[config.mk]
export PLATFORM = sky130hd
export DESIGN_NAME = lobu_ram
export DESIGN_NICKNAME = d
export VERILOG_FILES = /design/src/rtl/core/lobu_ram.sv
export SDC_FILE = /design/constraint.sdc
export NUM_CORES = 1
export LEC_CHECK = 0
export BUFFER_PORTS_ARGS = -buffer_cell sky130_fd_sc_hd__clkbuf_2
export CORE_MARGIN = 2
export CORE_UTILIZATION = 50
export CTS_BUF_LIST = sky130_fd_sc_hd__clkbuf_2 sky130_fd_sc_hd__clkbuf_4 sky130_fd_sc_hd__clkbuf_8
export CTS_CLUSTER_SIZE = 40
export DETAILED_ROUTE_END_ITERATION = 8
export GPL_ROUTABILITY_DRIVEN = 0
export GPL_TIMING_DRIVEN = 0
export PLACE_DENSITY = 0.7
export SYNTH_ARGS = -nofsm -noshare
export SYNTH_HDL_FRONTEND = slang
export SYNTH_SLANG_ARGS = --single-unit
export TNS_END_PERCENT = 100
[constraint.sdc]
create_clock -name clk_i -period 2.08 [get_ports clk_i]
set_input_delay 0.624 -clock clk_i [delete_from_list [all_inputs] [get_ports clk_i]]
set_output_delay 0.624 -clock clk_i [all_outputs]
set_load 0.01 [all_outputs]
[src/rtl/core/lobu_ram.sv]
// generic single-port-write, single-port-read ram with registered read
module lobu_ram #(
  parameter int unsigned Width = 8,
  parameter int unsigned Depth = 16,
  localparam int unsigned AddrW = $clog2(Depth)
) (
  input  logic             clk_i,
  input  logic             we_i,
  input  logic [AddrW-1:0] waddr_i,
  input  logic [Width-1:0] wdata_i,
  input  logic [AddrW-1:0] raddr_i,
  output logic [Width-1:0] rdata_o
);

  logic [Width-1:0] mem_q [Depth];
  logic [Width-1:0] rdata_q;

  // write port
  always_ff @(posedge clk_i) begin
    if (we_i) begin
      mem_q[waddr_i] <= wdata_i;
    end
  end

  // registered read port
  always_ff @(posedge clk_i) begin
    rdata_q <= mem_q[raddr_i];
  end

  assign rdata_o = rdata_q;

endmodule

==> impl_results.md, run 1 <==
* Status: complete, no violations
* Slew @ Worst Pin at 1273 ps
* Mapped Nets at 247
* Cell family with most CP delay: simple AND/OR/NAND/NOR gates
* CP max FO at 8
* RSZ-0062 raised after global routing: false
* Final net count at 290
* Post-synthesis cell type count at 19
* Average size of a mapped cell at 22.48 um^2
* Post-DRT Antenna Nets at 0
* Req. time, crit path at 2120 ps
* Clock Skew at 13.19 ps
* CTS Hold Bufs at 0
* CTS buffer count at 17
* CP Capture Type: flip-flop
* Sw Pwr at 1142 uW
* Via density at 5.626
* Placed cells at 389
* Final WL at 9322 um
* Clock power frac at 37.3%
* Fmax at 519.5 MHz
* Core Area at 0.01014 mm^2
* Antenna cells at 0
* Hold WC Path Type: in2reg
* Worst hold path startpoint: wdata_i[2]
* #FFs+latches synth at 136
* CP Buf/Inv Count at 1
* GRT overflow at 0
* Power per cell area at 923.4 mW/mm^2
* Setup Buffers After CTS at 0
* Fin. max-slew vios at 0
* Syn Std Cell Area at 0.005147 mm^2
* Number of fill cells at 757
* Resized Gates After CTS at 0
* Io pins at 26
* Combinational share of power at 5.4%
* Post-Syn Instances at 229
* 1st-pass router iterations at 5
* Sequential share of power at 57.3%
* Crit path cell chain: clkbuf_2 -> nand3b_1 -> nor3_1
* Critical R2R Capture: rdata_o[7]
* Peak VDD IR at 0.3630 mV
* Switching portion of total power at 21.28%
* Hold Crit Endpoint: mem_q[8][2]
* Die footprint at 0.01112 mm^2
* Count of final setup violators at 0
* WL/cell at 22.20 um
* DRT iter0 DRCs at 197
* Final Cycle Share at 92.54%
* Leakage at 0.001930 uW
* Vias in the first global route at 2464
* Worst path slowest cell: nor3_1
* Layout cells sized above 1 at 29.93%
* CP arrival at 1970 ps
* Startpoint class of the critical path: primary input
* Antenna violations before repair at 0
* Internal at 4225 uW
* Hold Fails Final Rpt at 0
* Htree depth at 4
* Largest net degree at the start of global routing at 17
* Vias at 2363
* Max cap viols at 0
* P&R area growth vs syn at 12.91%
* Setup CP Type: in2reg
* CTS tree: built
* Sink Count at 136
* Fin crit period at 1925 ps
* Peak per-stage delay on the critical path at 1000 ps
* Skew-Pair Late Insertion Delay at 430 ps
* R2R depth at 3
* CTS clock-pin slew for the worst setup and hold paths at 80 ps
* Crit Reg-Reg Startpoint: mem_q[14][7]
* Tot GR Track Use at 18.39%
* Clock buffer depth at 2
* Site Rows at 37
* Die Span X at 105.5 um
* Die height at 105.5 um
* R2r setup slk at 660 ps
* Worst hold path stage count at 1
* Detailed placement HPWL at 5993 um
* PortBufs at 24
* Sequential area share after synthesis at 77.78%
* Yosys warnings at 0
* Root Buffer: clkbuf_8
* First-pass GRT wire length at 14210 um
* Rel. slew slack at 14.46%
* Hold Worst Slack at 649.2 ps
* DRC violation count after routing at 0
* Starting Density at 50.77%
* Final std cells w/o fill at 420
[routing by layer]
metal | wire (um) | global-route usage [%] | vias up | part of all wire (%)
li1 | - | - | 1056 | -
met1 | 3910 | 25.11 | 1206 | 42
met2 | 4553 | 27.74 | 89 | 49
met3 | 666 | 4.824 | 12 | 7.1
met4 | 192 | 9.048 | 0 | 2.1
met5 | 0 | 0 | - | 0
[registers in the layout (all words and copies together), names as in the netlist]
signal and count:
rdata_o 8, mem_q 128
[synthesized netlist by cell type, drive strengths merged]
master,number,share of area [%]
a22oi,16,2.3
and2,1,0.12
and2b,1,0.15
buf,7,1.1
clkdlybuf4s25,3,0.58
dfxtp,8,3.1
edfxtp,128,75
mux4,32,15
nand2,9,0.66
nand2b,2,0.24
nand3,1,0.097
nand3b,2,0.29
nor2,13,0.95
nor2b,1,0.12
nor3,4,0.39
or3b,1,0.17
[cells in the final DEF, fill, tap and decap left out, types with 7 or more instances in the layout]
cell	Yosys	layout
clkbuf_2	0	24
nor2_1	13	13
dfxtp_1	8	8
mux4_1	14	14
clkbuf_8	0	17
mux4_2	18	18
clkinv_2	0	7
nand2_1	9	9
a22oi_1	16	16
edfxtp_1	128	128
[cell families (layout without fill, tap and decap cells)]
family          count (synthesis)  count (layout)  synth area share (%)
flops                         136             136                 77.78
compound gates                 16              16                 2.334
mux                            32              32                 15.02
buf+inv                        10              65                 1.677
simple gates                   35              35                 3.184
[power by group through the flow]
stage	clock network [uW]	logic, uW	registers, uW
floorplan	0	156	3140
global placement	0	288	3130
detailed placement	0	295	3140
CTS	2040	296	3080
global route	2150	315	3080
finish	2000	291	3080
[worst max path at each step]
| stage | to | cells after the start | from |
|---|---|---|---|
| after floorplan | mem_q[3][0] | 2 | waddr_i[2] |
| after global placement | mem_q[8][3] | 3 | waddr_i[2] |
| after detailed placement | mem_q[8][6] | 3 | waddr_i[2] |
| after CTS | mem_q[8][1] | 3 | waddr_i[2] |
| after global routing | mem_q[4][0] | 3 | waddr_i[3] |
| final | mem_q[8][1] | 3 | waddr_i[2] |
[metrics by stage]
step	total power (uW)	worst slack, ps	instance area (um^2)	TNS [ps]	util [%]
after floorplan	3298	189.9	5152	0	-
after global placement	3420	-283.3	5443	-12240	53.68
after detailed placement	3432	-326.2	5443	-13460	53.68
after CTS	5417	155.1	5812	0	57.32
after global routing	5546	21.19	5812	0	57.32
final	5366	155.3	5812	0	57.32
[layout make-up]
cell class	count	area, um^2	area share (%)
Sequential cell	136	4004	68.89
Multi-Input combinational cell	83	1062	18.28
Clock buffer	17	234.0	4.026
Tap cell	136	170.2	2.928
Clock inverter	14	135.1	2.325
Timing Repair Buffer	24	120.1	2.067
Buffer	10	86.33	1.485
No activity file was read; power rests on OpenSTA's default activity.
==> inputs of run 2 (changes only) <==
- CORE_UTILIZATION: 50 -> 57
- PLACE_DENSITY: 0.7 -> 0.78
==> run 2 against run 1 <==
Effect of this change: combinational power about the same; global-route usage increased by 1.8 points; critical path depth unchanged; setup slack improved by 22 ps; final cell count fell by 6.4%; maximum frequency is 1.2% higher; core utilization increased by 8.4 points; die area shrank 12%; critical endpoint is now mem_q[2][1]; largest power group unchanged; highest routed layer unchanged.
==> impl_results.md, run 2 (synthesis gave the netlist of run 1 again) <==
* Status: complete, no violations
* Leakage at 0.001906 uW (-1.3%)
* Rel. slew slack at 20.48% (+6.0 points)
* DRC violation count after routing at 0 (unchanged)
* Hold WC Path Type: in2reg
* DP Area at 0.005408 mm^2 (-0.64%)
* CP Capture Type: flip-flop
* Final WL at 9187 um (-1.4%)
* Sequential share of power at 59.8% (+2.5 points)
* Max cap viols at 0 (unchanged)
* Grt met1 use at 28.54% (+3.4 points)
* Clock buffer depth at 2 (unchanged)
* Slew @ Worst Pin at 1184 ps (-89.68 ps)
* Final net count at 290 (unchanged)
* R2r setup slk at 660 ps (about the same)
* CP max FO at 8 (unchanged)
* Vias in the first global route at 2394 (-2.8%)
* Reg area at 0.004004 mm^2 (unchanged)
* Io pins at 26 (unchanged)
* Internal at 4050 uW (-4.1%)
* Starting Density at 59.02% (+8.3 points)
* Area of the multi-input gates at 0.001062 mm^2 (unchanged)
* DRT iter0 DRCs at 336 (+71%)
* Most frequent cells in the layout: edfxtp_1, clkbuf_2, mux4_2
* Grt met2 use at 31.39% (+3.7 points)
* Root Buffer: clkbuf_8
* Number of fill cells at 519 (-31%)
* Fin crit period at 1903 ps (-21.92 ps)
* Fin. max-slew vios at 0 (unchanged)
* CP arrival at 1960 ps (about the same)
* Die Span X at 99.03 um (-6.1%)
* 1st-pass router iterations at 4 (-1)
* Final Cycle Share at 91.48% (-1.1 points)
* Vias at 2400 (+1.6%)
* WL/cell at 23.38 um (+5.3%)
* Tot GR Track Use at 20.17% (+1.8 points)
* Htree depth at 4 (unchanged)
* Via density at 6.107 (+8.5%)
* Combinational share of power at 5.7% (+0.3 points)
* Die footprint at 0.009807 mm^2 (-12%)
* CTS clock-pin slew for the worst setup and hold paths at 70 ps (about the same)
* Number of flip-flops under the largest register name at 128 (unchanged)
* Largest net degree at the start of global routing at 17 (unchanged)
* Startpoint class of the critical path: primary input
* Power per cell area at 896.5 mW/mm^2 (-2.9%)
* CTS Hold Bufs at 0 (unchanged)
* Detailed placement HPWL at 5919 um (-1.2%)
* GRT overflow at 0 (unchanged)
* First-pass GRT wire length at 13630 um (-4.0%)
* Layout cells sized above 1 at 29.12% (-0.81 points)
* P&R area growth vs syn at 11.42%
* Site Rows at 34 (-8.1%)
* Req. time, crit path at 2130 ps (about the same)
* Post-DRT Antenna Nets at 0 (unchanged)
* Final core occ at 65.77% (+8.4 points)
* Count of final setup violators at 0 (unchanged)
* Peak VDD IR at 0.4318 mV (+19%)
* Clock power frac at 34.5% (-2.8 points)
* Antenna cells at 0 (unchanged)
* Hold Worst Slack at 653.2 ps (+3.976 ps)
* Setup CP Type: in2reg
* PortBufs at 24 (unchanged)
* Switching portion of total power at 21.22% (-0.055 points)
* Layout Cell Area excl Fill at 0.005736 mm^2 (-1.3%)
* Met3 Usage GRT at 4.610% (-0.21 points)
* Commonest non-fill, non-tap cell in the layout: edfxtp_1
* Design Power at 5142 uW (-4.2%)
* Setup Buffers After CTS at 0 (unchanged)
* Antenna violations before repair at 0 (unchanged)
* Sink Count at 136 (unchanged)
* Core Area at 0.008721 mm^2 (-14%)
* Fmax at 525.5 MHz (+1.2%)
* RSZ-0062 raised after global routing: false
* Resized Gates After CTS at 0 (unchanged)
* Sw Pwr at 1091 uW (-4.4%)
* CTS buffer count at 17 (unchanged)
* Die height at 99.03 um (-6.1%)
* Hold Fails Final Rpt at 0 (unchanged)
* CTS tree: built
* Clock Skew at 7.366 ps (-5.826 ps)
* Skew-Pair Late Insertion Delay at 430 ps (about the same)
* GRT busiest layer: met2
* Biggest register: mem_q
-- run 2: worst max-delay path, stage by stage --
cell and delay (ps):
clkbuf_2 100, or3b_2 540, nor2_1 680
-- run 2: through the flow --
| step | setup TNS (ps) | std cells | setup WS [ps] |
|---|---|---|---|
| final | 0 | 393 | 177.2 |
| after global routing | 0 | 393 | 88.44 |
| after CTS | 0 | 393 | 178.7 |
| after detailed placement | -12490 | 361 | -274.7 |
| after global placement | -11050 | 361 | -285.3 |
| after floorplan | 0 | 229 | 189.9 |
-- run 2: cell type report --
cell class	count	area share, %
Buffer	10	1.505
Clock buffer	22	4.734
Clock inverter	10	0.9817
Multi-Input combinational cell	83	18.52
Sequential cell	136	69.81
Tap cell	108	2.356
Timing Repair Buffer	24	2.094
-- run 2: power groups by stage --
stage,logic [uW],registers [uW],clock network [uW]
6_report,291,3080,1770
5_1_grt,314,3080,1910
4_1_cts,294,3080,1800
3_5_place_dp,293,3140,0
3_3_place_gp,285,3130,0
2_1_floorplan,156,3140,0
-- run 2: final timing paths --
kind | start | end | cells after the start
worst max-delay path | waddr_i[2] | mem_q[2][1] | 3
worst min-delay path | wdata_i[6] | mem_q[4][6] | 1
worst max register to register | mem_q[2][0] | rdata_o[0] | 3
worst min register to register | mem_q[8][3] | rdata_o[3] | 3
-- run 2: layer usage --
metal / share of wire, % / vias up
met1: 40 / 1221
li1: - / 1058
met5: 0 / -
met4: 2.0 / 0
met2: 50 / 105
met3: 7.4 / 16
